### config.mk
export PLATFORM = sky130hd
export DESIGN_NAME = three_axis_bresenham_stepper_core
export DESIGN_NICKNAME = d
export VERILOG_FILES = /design/src/hw/rtl/bstep_pkg.sv /design/src/hw/rtl/bstep_seg_decode.sv /design/src/hw/rtl/three_axis_bresenham_stepper_core.sv
export SDC_FILE = /design/constraint.sdc
export NUM_CORES = 1
export LEC_CHECK = 0
export ABC_AREA = 0
export BUFFER_PORTS_ARGS = -buffer_cell sky130_fd_sc_hd__buf_2
export CORE_UTILIZATION = 36
export CTS_CLUSTER_DIAMETER = 30
export CTS_CLUSTER_SIZE = 10
export DETAILED_ROUTE_END_ITERATION = 7
export PLACE_DENSITY = 0.55
export SLEW_MARGIN = 20
export SYNTH_ARGS = -nofsm -noshare
export SYNTH_HDL_FRONTEND = slang
export SYNTH_HIERARCHICAL = 1
export SYNTH_SLANG_ARGS = --single-unit
### constraint.sdc
create_clock -name clk -period 20 [get_ports clk]
set_input_delay 3 -clock clk [delete_from_list [all_inputs] [get_ports clk]]
set_output_delay 3 -clock clk [all_outputs]
set_load 0.01 [all_outputs]
### src/hw/rtl/bstep_pkg.sv
// ----------------------------------------------------------------------------
// bstep_pkg
// Shared types and constants of the three-axis Bresenham step generator.
// ----------------------------------------------------------------------------
package bstep_pkg;

    localparam int STEP_W   = 16;
    localparam int PERIOD_W = 16;
    localparam int NUM_AXES = 3;

    localparam logic [PERIOD_W-1:0] IDLE_PERIOD_RST = 16'hFFFF;

    typedef enum logic [1:0] {
        OP_TICK   = 2'd0,
        OP_STOP   = 2'd1,
        OP_PAUSE  = 2'd2,
        OP_RESUME = 2'd3
    } op_t;

    typedef logic [1:0] axis_t;

    localparam axis_t AXIS_X = 2'd0;
    localparam axis_t AXIS_Y = 2'd1;
    localparam axis_t AXIS_Z = 2'd2;

    typedef logic [1:0] cfg_idx_t;

    localparam cfg_idx_t CFG_ORIENT_X = 2'd0;
    localparam cfg_idx_t CFG_ORIENT_Y = 2'd1;
    localparam cfg_idx_t CFG_ORIENT_Z = 2'd2;
    localparam cfg_idx_t CFG_IDLE_PER = 2'd3;

endpackage

### src/hw/rtl/bstep_seg_decode.sv
// ----------------------------------------------------------------------------
// bstep_seg_decode
// Segment decode: step magnitudes with saturation, signs, axis ordering by
// step count and the seed values of the two minor-axis error terms.
// ----------------------------------------------------------------------------
module bstep_seg_decode #(
    parameter int COUNT_WIDTH = 15
) (
    input  logic signed [bstep_pkg::STEP_W-1:0]      steps_x,
    input  logic signed [bstep_pkg::STEP_W-1:0]      steps_y,
    input  logic signed [bstep_pkg::STEP_W-1:0]      steps_z,
    output logic [2:0][COUNT_WIDTH-1:0]              total,
    output logic [2:0]                               negative,
    output logic [2:0]                               nonzero,
    output logic [2:0][1:0]                          order,
    output logic [1:0][COUNT_WIDTH+2:0]              err_seed
);
    import bstep_pkg::*;

    localparam int MAG_W = STEP_W + 1;
    localparam int CMP_W = (COUNT_WIDTH > MAG_W) ? COUNT_WIDTH : MAG_W;
    localparam int ERR_W = COUNT_WIDTH + 3;
    localparam logic [COUNT_WIDTH-1:0] COUNT_MAX = {COUNT_WIDTH{1'b1}};

    logic [2:0][STEP_W-1:0] raw;
    logic [2:0][MAG_W-1:0]  mag;
    logic [2:0][CMP_W-1:0]  mag_ext;
    logic [ERR_W-1:0]       t0_e;
    logic [ERR_W-1:0]       t1_e;
    logic [ERR_W-1:0]       t2_e;

    assign raw[AXIS_X] = steps_x;
    assign raw[AXIS_Y] = steps_y;
    assign raw[AXIS_Z] = steps_z;

    always_comb
    begin
        for (int a = 0; a < NUM_AXES; a++)
        begin
            negative[a] = raw[a][STEP_W-1];
            nonzero[a]  = (raw[a] != '0);
            mag[a]      = negative[a] ? (MAG_W'(1) << STEP_W) - {1'b0, raw[a]}
                                      : {1'b0, raw[a]};
            mag_ext[a]  = CMP_W'(mag[a]);
            total[a]    = (mag_ext[a] > CMP_W'(COUNT_MAX)) ? COUNT_MAX
                                                           : mag_ext[a][COUNT_WIDTH-1:0];
        end
    end

    // Sort by strict-greater comparison tree; ties fall to the later branch.
    always_comb
    begin
        if (total[AXIS_X] > total[AXIS_Y])
        begin
            if (total[AXIS_X] > total[AXIS_Z])
            begin
                if (total[AXIS_Y] > total[AXIS_Z])
                    order = {AXIS_Z, AXIS_Y, AXIS_X};
                else
                    order = {AXIS_Y, AXIS_Z, AXIS_X};
            end
            else
            begin
                order = {AXIS_Y, AXIS_X, AXIS_Z};
            end
        end
        else
        begin
            if (total[AXIS_Y] > total[AXIS_Z])
            begin
                if (total[AXIS_X] > total[AXIS_Z])
                    order = {AXIS_Z, AXIS_X, AXIS_Y};
                else
                    order = {AXIS_X, AXIS_Z, AXIS_Y};
            end
            else
            begin
                order = {AXIS_X, AXIS_Y, AXIS_Z};
            end
        end
    end

    always_comb
    begin
        t0_e = ERR_W'(total[order[0]]);
        t1_e = ERR_W'(total[order[1]]);
        t2_e = ERR_W'(total[order[2]]);
        err_seed[0] = (t1_e != '0) ? (t1_e << 1) - t0_e : '0;
        err_seed[1] = (t2_e != '0) ? (t2_e << 1) - t0_e : '0;
    end

endmodule

### src/hw/rtl/three_axis_bresenham_stepper_core.sv
// ----------------------------------------------------------------------------
// three_axis_bresenham_stepper_core
// Path: an accepted transaction is captured in the input register, then one
//   pass of update logic writes the result register, unless out_ready stalls.
// Throughput: one transaction per cycle unless stalled; one update pass sets it.
// Reset: idle, not paused, motors off, all counts, positions and error terms
//   zero, axis order z, y, x, tick period and idle period 65535.
// ----------------------------------------------------------------------------
module three_axis_bresenham_stepper_core #(
    parameter int COUNT_WIDTH    = 15,
    parameter int POSITION_WIDTH = 32
) (
    input  logic                                     clk,
    input  logic                                     rst_n,
    input  logic                                     in_valid,
    output logic                                     in_ready,
    input  logic [1:0]                               operation,
    input  logic                                     segment_valid,
    input  logic signed [bstep_pkg::STEP_W-1:0]      steps_x,
    input  logic signed [bstep_pkg::STEP_W-1:0]      steps_y,
    input  logic signed [bstep_pkg::STEP_W-1:0]      steps_z,
    input  logic [bstep_pkg::PERIOD_W-1:0]           segment_period,
    output logic                                     out_valid,
    input  logic                                     out_ready,
    output logic                                     pulse_x,
    output logic                                     pulse_y,
    output logic                                     pulse_z,
    output logic                                     dir_x,
    output logic                                     dir_y,
    output logic                                     dir_z,
    output logic                                     enable_x,
    output logic                                     enable_y,
    output logic                                     enable_z,
    output logic                                     is_idle,
    output logic                                     period_update,
    output logic [bstep_pkg::PERIOD_W-1:0]           tick_period,
    input  logic                                     cfg_write,
    input  bstep_pkg::cfg_idx_t                      cfg_index,
    input  logic [bstep_pkg::PERIOD_W-1:0]           cfg_data
);
    import bstep_pkg::*;

    localparam int ERR_W = COUNT_WIDTH + 3;

    // configuration
    logic [2:0]                     orient_reg;
    logic [PERIOD_W-1:0]            idle_period_reg;

    // input stage
    logic                           in_vld_reg;
    op_t                            op_reg;
    logic                           seg_vld_reg;
    logic signed [STEP_W-1:0]       steps_x_reg;
    logic signed [STEP_W-1:0]       steps_y_reg;
    logic signed [STEP_W-1:0]       steps_z_reg;
    logic [PERIOD_W-1:0]            seg_period_reg;

    // block state
    logic                           idle_reg,   idle_next;
    logic                           paused_reg, paused_next;
    logic                           motors_reg, motors_next;
    logic [PERIOD_W-1:0]            period_reg, period_next;
    logic [2:0][COUNT_WIDTH-1:0]    total_reg,  total_next;
    logic [2:0]                     neg_reg,    neg_next;
    logic [2:0][1:0]                order_reg,  order_next;
    logic [1:0][ERR_W-1:0]          err_reg,    err_next;
    logic [COUNT_WIDTH-1:0]         mdc_reg,    mdc_next;
    logic [2:0][POSITION_WIDTH-1:0] pos_reg,    pos_next;

    // result stage
    logic                           out_vld_reg;
    logic [2:0]                     pulse_reg;
    logic [2:0]                     dir_reg;
    logic [2:0]                     enable_reg;
    logic                           is_idle_reg;
    logic                           upd_reg;
    logic [PERIOD_W-1:0]            tick_period_reg;

    logic                           advance;
    logic                           load;
    logic                           run;
    logic                           upd;
    logic [2:0]                     pulse;
    logic [COUNT_WIDTH-1:0]         t0;
    logic [COUNT_WIDTH-1:0]         ts;
    logic [ERR_W-1:0]               t0_e;
    logic [ERR_W-1:0]               ts_e;

    logic [2:0][COUNT_WIDTH-1:0]    seg_total;
    logic [2:0]                     seg_neg;
    logic [2:0]                     seg_nz;
    logic [2:0][1:0]                seg_order;
    logic [1:0][ERR_W-1:0]          seg_err;

    bstep_seg_decode #(
        .COUNT_WIDTH (COUNT_WIDTH)
    ) u_seg_decode (
        .steps_x  (steps_x_reg),
        .steps_y  (steps_y_reg),
        .steps_z  (steps_z_reg),
        .total    (seg_total),
        .negative (seg_neg),
        .nonzero  (seg_nz),
        .order    (seg_order),
        .err_seed (seg_err)
    );

    assign advance  = in_vld_reg && (!out_vld_reg || out_ready);
    assign in_ready = !in_vld_reg || advance;

    always_ff @(posedge clk or negedge rst_n)
    begin
        if (!rst_n)
        begin
            orient_reg      <= '0;
            idle_period_reg <= IDLE_PERIOD_RST;
        end
        else if (cfg_write)
        begin
            unique case (cfg_index)
                CFG_ORIENT_X: orient_reg[AXIS_X] <= cfg_data[0];
                CFG_ORIENT_Y: orient_reg[AXIS_Y] <= cfg_data[0];
                CFG_ORIENT_Z: orient_reg[AXIS_Z] <= cfg_data[0];
                CFG_IDLE_PER: idle_period_reg    <= cfg_data;
                default: ;
            endcase
        end
    end

    always_ff @(posedge clk or negedge rst_n)
    begin
        if (!rst_n)
            in_vld_reg <= 1'b0;
        else if (in_valid && in_ready)
            in_vld_reg <= 1'b1;
        else if (advance)
            in_vld_reg <= 1'b0;
    end

    always_ff @(posedge clk)
    begin
        if (in_valid && in_ready)
        begin
            op_reg         <= op_t'(operation);
            seg_vld_reg    <= segment_valid;
            steps_x_reg    <= steps_x;
            steps_y_reg    <= steps_y;
            steps_z_reg    <= steps_z;
            seg_period_reg <= segment_period;
        end
    end

    always_comb
    begin
        load        = 1'b0;
        run         = 1'b0;
        upd         = 1'b0;
        pulse       = '0;
        t0          = '0;
        ts          = '0;
        t0_e        = '0;
        ts_e        = '0;
        idle_next   = idle_reg;
        paused_next = paused_reg;
        motors_next = motors_reg;
        period_next = period_reg;
        total_next  = total_reg;
        neg_next    = neg_reg;
        order_next  = order_reg;
        err_next    = err_reg;
        mdc_next    = mdc_reg;
        pos_next    = pos_reg;

        unique case (op_reg)
            OP_STOP:
            begin
                paused_next = 1'b1;
                motors_next = 1'b0;
                total_next  = '0;
                mdc_next    = '0;
                idle_next   = 1'b1;
                period_next = idle_period_reg;
                upd         = 1'b1;
            end
            OP_PAUSE:
            begin
                paused_next = 1'b1;
                motors_next = 1'b0;
            end
            OP_RESUME:
            begin
                paused_next = 1'b0;
                motors_next = 1'b1;
            end
            OP_TICK:
            begin
                if (!paused_reg)
                begin
                    run = 1'b1;
                    if (idle_reg)
                    begin
                        if (seg_vld_reg)
                        begin
                            load        = 1'b1;
                            idle_next   = 1'b0;
                            motors_next = 1'b1;
                            upd         = 1'b1;
                        end
                        else
                        begin
                            run = 1'b0;
                        end
                    end
                    else if (mdc_reg == total_reg[order_reg[0]])
                    begin
                        if (seg_vld_reg)
                        begin
                            load        = 1'b1;
                            motors_next = 1'b1;
                            upd         = 1'b1;
                        end
                        else
                        begin
                            period_next = idle_period_reg;
                            upd         = 1'b1;
                            motors_next = 1'b0;
                            idle_next   = 1'b1;
                            run         = 1'b0;
                        end
                    end
                end
            end
            default: ;
        endcase

        if (load)
        begin
            total_next = seg_total;
            for (int a = 0; a < NUM_AXES; a++)
            begin
                // zero-step axis keeps its previous direction
                if (seg_nz[a])
                    neg_next[a] = seg_neg[a];
            end
            order_next  = seg_order;
            err_next    = seg_err;
            mdc_next    = '0;
            period_next = seg_period_reg;
        end

        if (run && (mdc_next < total_next[order_next[0]]))
        begin
            t0   = total_next[order_next[0]];
            t0_e = ERR_W'(t0);
            pulse[order_next[0]] = 1'b1;
            for (int k = 0; k < 2; k++)
            begin
                ts   = total_next[order_next[k+1]];
                ts_e = ERR_W'(ts);
                if (ts != '0)
                begin
                    if (!err_next[k][ERR_W-1])
                    begin
                        err_next[k] = err_next[k] + ((ts_e - t0_e) << 1);
                        pulse[order_next[k+1]] = 1'b1;
                    end
                    else
                    begin
                        err_next[k] = err_next[k] + (ts_e << 1);
                    end
                end
            end
            mdc_next = mdc_next + COUNT_WIDTH'(1);
        end

        for (int a = 0; a < NUM_AXES; a++)
        begin
            if (pulse[a])
                pos_next[a] = neg_next[a] ? pos_reg[a] - POSITION_WIDTH'(1)
                                          : pos_reg[a] + POSITION_WIDTH'(1);
        end
    end

    always_ff @(posedge clk or negedge rst_n)
    begin
        if (!rst_n)
        begin
            idle_reg   <= 1'b1;
            paused_reg <= 1'b0;
            motors_reg <= 1'b0;
            period_reg <= IDLE_PERIOD_RST;
            total_reg  <= '0;
            neg_reg    <= '0;
            order_reg  <= {AXIS_X, AXIS_Y, AXIS_Z};
            err_reg    <= '0;
            mdc_reg    <= '0;
            pos_reg    <= '0;
        end
        else if (advance)
        begin
            idle_reg   <= idle_next;
            paused_reg <= paused_next;
            motors_reg <= motors_next;
            period_reg <= period_next;
            total_reg  <= total_next;
            neg_reg    <= neg_next;
            order_reg  <= order_next;
            err_reg    <= err_next;
            mdc_reg    <= mdc_next;
            pos_reg    <= pos_next;
        end
    end

    always_ff @(posedge clk or negedge rst_n)
    begin
        if (!rst_n)
            out_vld_reg <= 1'b0;
        else if (advance)
            out_vld_reg <= 1'b1;
        else if (out_ready)
            out_vld_reg <= 1'b0;
    end

    always_ff @(posedge clk)
    begin
        if (advance)
        begin
            pulse_reg       <= pulse;
            dir_reg         <= neg_next ^ orient_reg;
            for (int a = 0; a < NUM_AXES; a++)
                enable_reg[a] <= motors_next && (total_next[a] != '0);
            is_idle_reg     <= idle_next;
            upd_reg         <= upd;
            tick_period_reg <= period_next;
        end
    end

    assign out_valid     = out_vld_reg;
    assign pulse_x       = pulse_reg[AXIS_X];
    assign pulse_y       = pulse_reg[AXIS_Y];
    assign pulse_z       = pulse_reg[AXIS_Z];
    assign dir_x         = dir_reg[AXIS_X];
    assign dir_y         = dir_reg[AXIS_Y];
    assign dir_z         = dir_reg[AXIS_Z];
    assign enable_x      = enable_reg[AXIS_X];
    assign enable_y      = enable_reg[AXIS_Y];
    assign enable_z      = enable_reg[AXIS_Z];
    assign is_idle       = is_idle_reg;
    assign period_update = upd_reg;
    assign tick_period   = tick_period_reg;

    // major axis never runs past its total
    a_major_bound: assert property (@(posedge clk) disable iff (!rst_n)
        mdc_reg <= total_reg[order_reg[0]])
        else $error("major step count exceeds major total");

    a_idle_no_pulse: assert property (@(posedge clk) disable iff (!rst_n)
        out_valid && is_idle |-> !pulse_x && !pulse_y && !pulse_z)
        else $error("step pulse reported while idle");

    a_pulse_enabled: assert property (@(posedge clk) disable iff (!rst_n)
        out_valid && (pulse_x || pulse_y || pulse_z) |->
            (!pulse_x || enable_x) && (!pulse_y || enable_y) && (!pulse_z || enable_z))
        else $error("step pulse on a disabled axis");

endmodule
Yosys cells after proc, flatten, opt, wreduce, memory -nomap -nowiden
Cells that the tools add are included.
{"block": "totals", "register_bits": 239, "in_bits": 90, "output_inout_bits": 29, "wordCells": 193}
{"block": "classes", "add_sub_neg": 12, "order_cmp": 17, "n_eq_ne": 7, "mux": 88, "bitwise_logic": 3, "reduce_logical": 34}
{"op": "15-bit binary-select mux with 2-bit select", "count": 7}
{"op": "15-bit 2-to-1 mux", "count": 13}
{"op": "18-bit 2-to-1 mux", "count": 6}
{"op": "15-bit nonzero test", "count": 7}
{"op": "45-bit 2-to-1 mux", "count": 2}
{"op": "16-bit 2-to-1 mux", "count": 5}
{"op": "36-bit 2-to-1 mux", "count": 2}
{"op": "17-bit by 15-bit greater-than comparator with 1-bit output, second input constant", "count": 3}
{"op": "17-bit 2-to-1 mux", "count": 3}
{"op": "17-bit by 16-bit subtractor with 17-bit output, first input constant", "count": 3}
{"op": "16-bit nonzero test", "count": 3}
{"op": "15-bit greater-than comparator", "count": 3}
{"op": "18-bit by 16-bit adder with 18-bit output", "count": 2}
{"op": "18-bit adder", "count": 2}
{"op": "6-bit 2-to-1 mux", "count": 6}
{"op": "16-bit by 15-bit subtractor with 17-bit output", "count": 2}
{"op": "16-bit one-hot mux with 2 select lines", "count": 1}
{"op": "15-bit by 15-bit subtractor with 16-bit output", "count": 2}
{"op": "1-bit 2-to-1 mux", "count": 30}
{"op": "2-bit by 3-bit < comparator with 1-bit output, second input constant", "count": 7}
{"op": "3-bit 2-to-1 mux", "count": 6}
{"op": "15-bit by 1-bit adder with 15-bit output, second input constant", "count": 1}
{"op": "15-bit equality test", "count": 1}
{"op": "15-bit < comparator", "count": 1}
{"op": "15 further kinds", "count": 43}

Longest topological paths before layout
Gate-level depths: netlist (run 1).
{"block": "depth", "word_depth": 20, "depth_mapped": 58, "mapped_depth_nobuf": 55}

Cells and area by module
Netlist (run 1), hierarchy kept.
{"mod": "three_axis_bresenham_stepper_core", "instances": 1, "cells_each": 1999, "area_each_um2": 17458.0, "seq_area_each_um2": 6444.9}
{"mod": "bstep_seg_decode", "instances": 1, "cells_each": 808, "area_each_um2": 5426.5, "seq_area_each_um2": 0.0}

Worst setup path before layout (run 1)
No wires, ideal clock.
{"block": "synth_path", "path_type": "register -> register", "from": "register steps_z_reg[9]", "to": "register err_reg[17] in the netlist's numbering", "setup_ps": 64, "arrival_ps": 10590, "required_time_ps": 19936, "slack_ps": 9346, "path_stages_with_launch": 56, "n_path_buf": 5, "synth_period_minus_slack_ps": 10654, "path_cell_list": "edfxtp_1 -> or4_4 -> or3_4 -> or4_4 -> clkbuf_1 -> nand2_1 -> inv_1 -> ha_1 -> a21o_1 -> a21o_1 -> a21oi_1 -> o31ai_1 -> a21oi_1 -> nand4_1 -> and2_1 -> buf_2 -> buf_2 -> a21oi_2 -> (+20 left out) -> buf_4 -> nand2_1 -> nand2_1 -> mux2i_1 -> ha_1 -> fa_1 -> a21o_1 -> a21oi_1 -> o21bai_1 -> a21oi_1 -> o21bai_1 -> a211oi_1 -> o21ai_0 -> a41oi_1 -> o21ai_0 -> nor2b_1 -> o31ai_1 -> a21o_1"}
{"item": "start: declaration", "line_no": "three_axis_bresenham_stepper_core.sv:55", "source": "logic signed [STEP_W-1:0] steps_z_reg;"}
{"item": "start signal: assignment", "line_no": "three_axis_bresenham_stepper_core.sv:148", "source": "steps_z_reg <= steps_z;"}
{"item": "end signal: assignment", "line_no": "three_axis_bresenham_stepper_core.sv:308", "source": "err_reg <= err_next;"}
{"item": "end: declaration", "line_no": "three_axis_bresenham_stepper_core.sv:66", "source": "logic [1:0][ERR_W-1:0] err_reg, err_next;"}

==> results of run 1 <==
## layer usage
layer	part of all wire (%)	wire, um	global-route usage (%)
met5	0	0	0
met4	4.8	4369	13.86
met3	7.3	6616	4.722
met2	45	40820	44.20
met1	43	39290	36.97
## worst paths after layout
check | startpoint | to | cells past startpoint
min | period_reg[4] | period_reg[4] | 2
min reg2reg | period_reg[4] | period_reg[4] | 2
max in group asynchronous | rst_n | orient_reg[0] | 3
max reg2reg | steps_y_reg[4] | err_reg[17] | 52
min in group asynchronous | rst_n | total_reg[6] | 1
max | steps_y_reg[4] | err_reg[17] | 52
## worst max-delay path, delay by kind of cell, from the launching register on
family          cells  cell delay, ps
compound gates     29            5840
simple gates       14            3600
flops               1             420
mux                 1             110
fa+ha+maj           4            1250
buf+inv             4            1260
## placed cells by master, fill, tap and decap left out, types with 51 or more instances in the layout
cell	n
nand2_1	427
nor2_1	250
a21oi_1	189
o21ai_0	168
ha_1	139
mux2i_1	127
buf_2	117
dfrtp_1	108
inv_1	102
edfxtp_1	94
clkbuf_16	73
mux2_2	67
xnor2_1	61
xor2_1	59
nor3_1	51
## area by class of cell
cell class	count	area share, %
clock buffers	107	8.066
clock inverters	28	1.546
inverters	109	1.579
multi-input cells	2296	57.27
flip-flops and latches	237	24.13
well taps	846	3.963
repair buffers	158	3.452
## stage by stage
step / hold WS, ps / power [mW] / setup slack, ps / util [%]
6_report: 466.1 / 4.261 / 7360 / 42.42
2_1_floorplan: 444.8 / 2.414 / 9346 / -
3_5_place_dp: 459.1 / 3.035 / 7638 / 38.33
4_1_cts: 465.1 / 4.236 / 7588 / 42.41
3_3_place_gp: 451.9 / 3.020 / 7764 / 38.33
5_1_grt: 475.3 / 4.530 / 6163 / 42.42
## power by group through the flow
| stage | Combinational, mW | Sequential [mW] | Clock (mW) |
|---|---|---|---|
| 2_1_floorplan | 1.75 | 0.665 | 0 |
| 3_3_place_gp | 2.33 | 0.689 | 0 |
| 3_5_place_dp | 2.34 | 0.692 | 0 |
| 4_1_cts | 2.36 | 0.687 | 1.19 |
| 5_1_grt | 2.61 | 0.699 | 1.22 |
| 6_report | 2.40 | 0.690 | 1.17 |
==> impl_metrics.env, run 1 <==
export IMPL_switching_share_pct=45.39
export IMPL_path_class="flip-flop to flip-flop"
export IMPL_critical_path_required_ps=20550
export IMPL_cts_buffer_depth=3
export IMPL_synth_area_per_cell_um2=8.156
export IMPL_dr_pass1_iters=7
export IMPL_grtUsageTotal_pct=28.05
export IMPL_grt_ovfl_total=0
export IMPL_fin_skew_ps=51.05
export IMPL_syn_area_um2=22880
export IMPL_core_region_area_um2=62970
export IMPL_crit_path_top_delay_cell="nor4_1"
export IMPL_ir_worst_vdd_uv=63.96
export IMPL_stdcell_count=3781
export IMPL_intPower_mw=2.327
export IMPL_rows=92
export IMPL_antenna_found_initial=0
export IMPL_io_buffers=118
export IMPL_post_cts_buffers=0
export IMPL_antenna_left=0
export IMPL_cts_sinks=237
export IMPL_pin_count=119
export IMPL_wire_per_inst_um=24.09
export IMPL_cts_made_buffers=73
export IMPL_multiInputGateArea_um2=15300
export IMPL_rsz0062_at_grt="false"
export IMPL_dp_cells=3646
export IMPL_floorplan_initialDensity_pct=36.33
export IMPL_finalCriticalPeriod_ps=12640
export IMPL_final_area_um2=26710
export IMPL_viasPerCell=5.914
export IMPL_fillCellCount=6306
export IMPL_arrival_ps=13190
export IMPL_clkTransAtPathRegs_ps=40
export IMPL_cts_resized=0
export IMPL_largest_reg_flops=45
export IMPL_hp_class="flip-flop to flip-flop"
export IMPL_tightest_slew_ps=1088
export IMPL_cap_viol_max_count=0
export IMPL_antennaDiodeCount=0
export IMPL_endpoint_kind="flip-flop"
export IMPL_grt_pass1_vias=21360
export IMPL_slowest_delay_ps=700
export IMPL_areaGrowthSynthToFinish_pct=16.76
export IMPL_postSynthCellCount=2805
export IMPL_htree_levels=3
export IMPL_finalSetupTns_ps=0
export IMPL_fmax_ghz=0.07912
export IMPL_clockPowerShare_pct=27.5
export IMPL_vias=22360
export IMPL_relSlewSlack_pct=27.36
export IMPL_hpwl_um=66750
export IMPL_grt_max_degree=152
export IMPL_drive_above_1_share_pct=16.08
export IMPL_grt_pass1_wl_um=135200
export IMPL_wl_um=91090
export IMPL_yosysWarnings=6
export IMPL_place_area_um2=24130
export IMPL_cts_root_buf="clkbuf_16"
export IMPL_clkLatencyLatePin_ps=640
export IMPL_cts_tree="done"
export IMPL_fp_dieW_um=254.1
export IMPL_switchingPower_mw=1.934
export IMPL_outcome="finished, final reports clean"
export IMPL_worst_setup_path_start_kind="flip-flop"
export IMPL_post_route_period_util_pct=63.20
export IMPL_die_area_um2=64560
export IMPL_p_seq_share_pct=16.2
export IMPL_layout_nets=3111
export IMPL_synthesis_nets=3041
export IMPL_setup_viol=0
export IMPL_p_comb_share_pct=56.3
export IMPL_finalMaxSlewViolations=0
export IMPL_routabilityCongestion=0.9850
export IMPL_powerDensity_nw_per_um2=159.5
export IMPL_critPathMaxFanout=41
export IMPL_area_sequential_um2=6445
export IMPL_hold_buffers=0
export IMPL_leakagePower_nw=11.51
export IMPL_die_h_um=254.1
export IMPL_hold_violations=0
export IMPL_detail_route_iter0_violations=2402
export IMPL_r2r_slack_ps=7360
export IMPL_drc=0
(Power assumes the default switching activity.)
==> run 2: changes to the inputs <==
--- a/config.mk
+++ b/config.mk
@@ -11,7 +11,7 @@
 export CTS_CLUSTER_DIAMETER = 30
 export CTS_CLUSTER_SIZE = 10
 export DETAILED_ROUTE_END_ITERATION = 7
-export PLACE_DENSITY = 0.55
+export PLACE_DENSITY = 0.56
 export SLEW_MARGIN = 20
 export SYNTH_ARGS = -nofsm -noshare
 export SYNTH_HDL_FRONTEND = slang
==> constraint.sdc (replaced) <==
create_clock -name clk -period 11.4 [get_ports clk]
set_input_delay 1.71 -clock clk [delete_from_list [all_inputs] [get_ports clk]]
set_output_delay 1.71 -clock clk [all_outputs]
set_load 0.01 [all_outputs]
==> run 2 against run 1 <==
Via count rose by 0.51%. Critical path type unchanged. Combinational power rose by 77%. Critical endpoint unchanged. Global-route usage fell by 0.45 points.
==> impl_metrics.env, run 2 (synthesized netlist as in run 1, its figures left out) <==
export IMPL_powerDensity_nw_per_um2=276.2
export IMPL_dr_pass1_iters=5
export IMPL_antennaDiodeCount=0
export IMPL_dp_cells=3709
export IMPL_drive_above_1_share_pct=18.09
export IMPL_grt_pass1_vias=21840
export IMPL_finalSetupTns_ps=0
export IMPL_io_buffers=118
export IMPL_clkTransAtPathRegs_ps=40
export IMPL_htree_levels=3
export IMPL_fmax_ghz=0.09263
export IMPL_cts_buffer_depth=3
export IMPL_fp_dieW_um=254.1
export IMPL_holdPathStages=2
export IMPL_met1_usage_pct=35.91
export IMPL_slowest_delay_ps=650
export IMPL_detail_route_iter0_violations=2432
export IMPL_finalCriticalPeriod_ps=10800
export IMPL_path_depth=48
export IMPL_grt_ovfl_total=0
export IMPL_cap_viol_max_count=0
export IMPL_hold_violations=0
export IMPL_setup_viol=0
export IMPL_fillCellCount=6230
export IMPL_met2_usage_pct=43.11
export IMPL_leakagePower_nw=11.82
export IMPL_floorplan_initialDensity_pct=36.33
export IMPL_cts_sinks=237
export IMPL_tightest_slew_ps=1172
export IMPL_worst_path_buf_inv=3
export IMPL_met3_usage_pct=6.023
export IMPL_critical_path_required_ps=11950
export IMPL_grtUsageTotal_pct=27.61
export IMPL_crit_path_top_delay_cell="a222oi_1"
export IMPL_viasPerCell=5.842
export IMPL_core_region_area_um2=62970
export IMPL_worst_setup_path_start_kind="flip-flop"
export IMPL_hp_class="flip-flop to flip-flop"
export IMPL_antenna_found_initial=1
export IMPL_ir_worst_vdd_uv=123.6
export IMPL_wl_um=88740
export IMPL_final_common_cell="nand2_1"
export IMPL_die_h_um=254.1
export IMPL_wire_per_inst_um=23.07
export IMPL_endpoint_kind="flip-flop"
export IMPL_finalMaxSlewViolations=0
export IMPL_outcome="finished, final reports clean"
export IMPL_arrival_ps=11350
export IMPL_top_usage_layer="met2"
export IMPL_cts_made_buffers=74
export IMPL_post_route_period_util_pct=94.70
export IMPL_cts_tree="done"
export IMPL_final_cell_mix="nand2_1, nor2_1, a21oi_1, o21ai_0, ha_1"
export IMPL_stdcell_count=3847
export IMPL_clkLatencyLatePin_ps=640
export IMPL_cpMostUsedCell="a21o_1"
export IMPL_pin_count=119
export IMPL_largest_reg_flops=45
export IMPL_routabilityCongestion=0.9861
export IMPL_grt_pass1_wl_um=134400
export IMPL_die_area_um2=64560
export IMPL_rows=92
export IMPL_vias=22470
export IMPL_grt_max_degree=96
export IMPL_cts_root_buf="clkbuf_16"
export IMPL_relSlewSlack_pct=21.79
export IMPL_drc=0
export IMPL_critPathMaxFanout=34
export IMPL_r2r_cells=48
export IMPL_p_total_mw=7.521
export IMPL_areaGrowthSynthToFinish_pct=19.03
export IMPL_crit_family="compound AO/OA/AOI/OAI gates"
export IMPL_fin_skew_ps=40.88
export IMPL_hpwl_um=66080
export IMPL_layout_nets=3178
export IMPL_antenna_left=0
export IMPL_path_class="flip-flop to flip-flop"
run 2: where the power goes:
group          internal (mW)  switching, mW
sequential              1.08          0.162
combinational           1.68           2.57
clock                   1.40          0.641
total                   4.15           3.37
run 2: layout make-up:
| cell class | instances | area (um2) | area share (%) |
|---|---|---|---|
| repair buffers | 224 | 1413 | 5.188 |
| flip-flops and latches | 237 | 6445 | 23.67 |
| multi-input cells | 2296 | 15360 | 56.39 |
| clock inverters | 33 | 479.2 | 1.760 |
| well taps | 846 | 1059 | 3.887 |
| clock buffers | 102 | 2057 | 7.554 |
| inverters | 109 | 421.7 | 1.548 |
run 2: worst reg2reg max path: cells and delay by family (launching register included):
kind                     cells  cell delay (ps)
AO/OA/AOI/OAI               27             5420
AND/OR/NAND/NOR             13             2890
adder cells (fa/ha/maj)      4             1360
buffers and inverters        3              510
flip-flops                   1              410
multiplexers                 1              110
run 2: per-layer routing:
metal	part of all wire (%)	wire length, um
met5	0	0
met4	5.2	4626
met3	8.0	7123
met2	44	39310
met1	42	37680
run 2: worst paths after layout:
kind                                 from              to  slack (ps)
max                        steps_z_reg[9]     err_reg[17]         600
min                        period_reg[15]  period_reg[15]         460
max reg2reg                steps_z_reg[9]     err_reg[17]         600
min reg2reg                period_reg[15]  period_reg[15]         460
max in group asynchronous           rst_n      paused_reg        9230
min in group asynchronous           rst_n      mdc_reg[8]         930
run 2: repair_timing:
action | CTS | global route
setup buffers | 0 | 3
setup endpoints to repair | 0 | 11
gates resized for setup | 0 | 27
hold buffers | 0 | 0
run 2: through the flow:
| stage | utilization [%] | area (um2) | worst slack, ps | hold slack [ps] |
|---|---|---|---|---|
| 4_1_cts | 43.06 | 27110 | 317.9 | 465.4 |
| 3_3_place_gp | 39.04 | 24580 | 457.9 | 452.1 |
| 2_1_floorplan | - | 22880 | 745.8 | 444.8 |
| 6_report | 43.25 | 27230 | 604.0 | 463.5 |
| 5_1_grt | 43.25 | 27230 | -70.70 | 479.5 |
| 3_5_place_dp | 39.04 | 24580 | 379.4 | 457.1 |
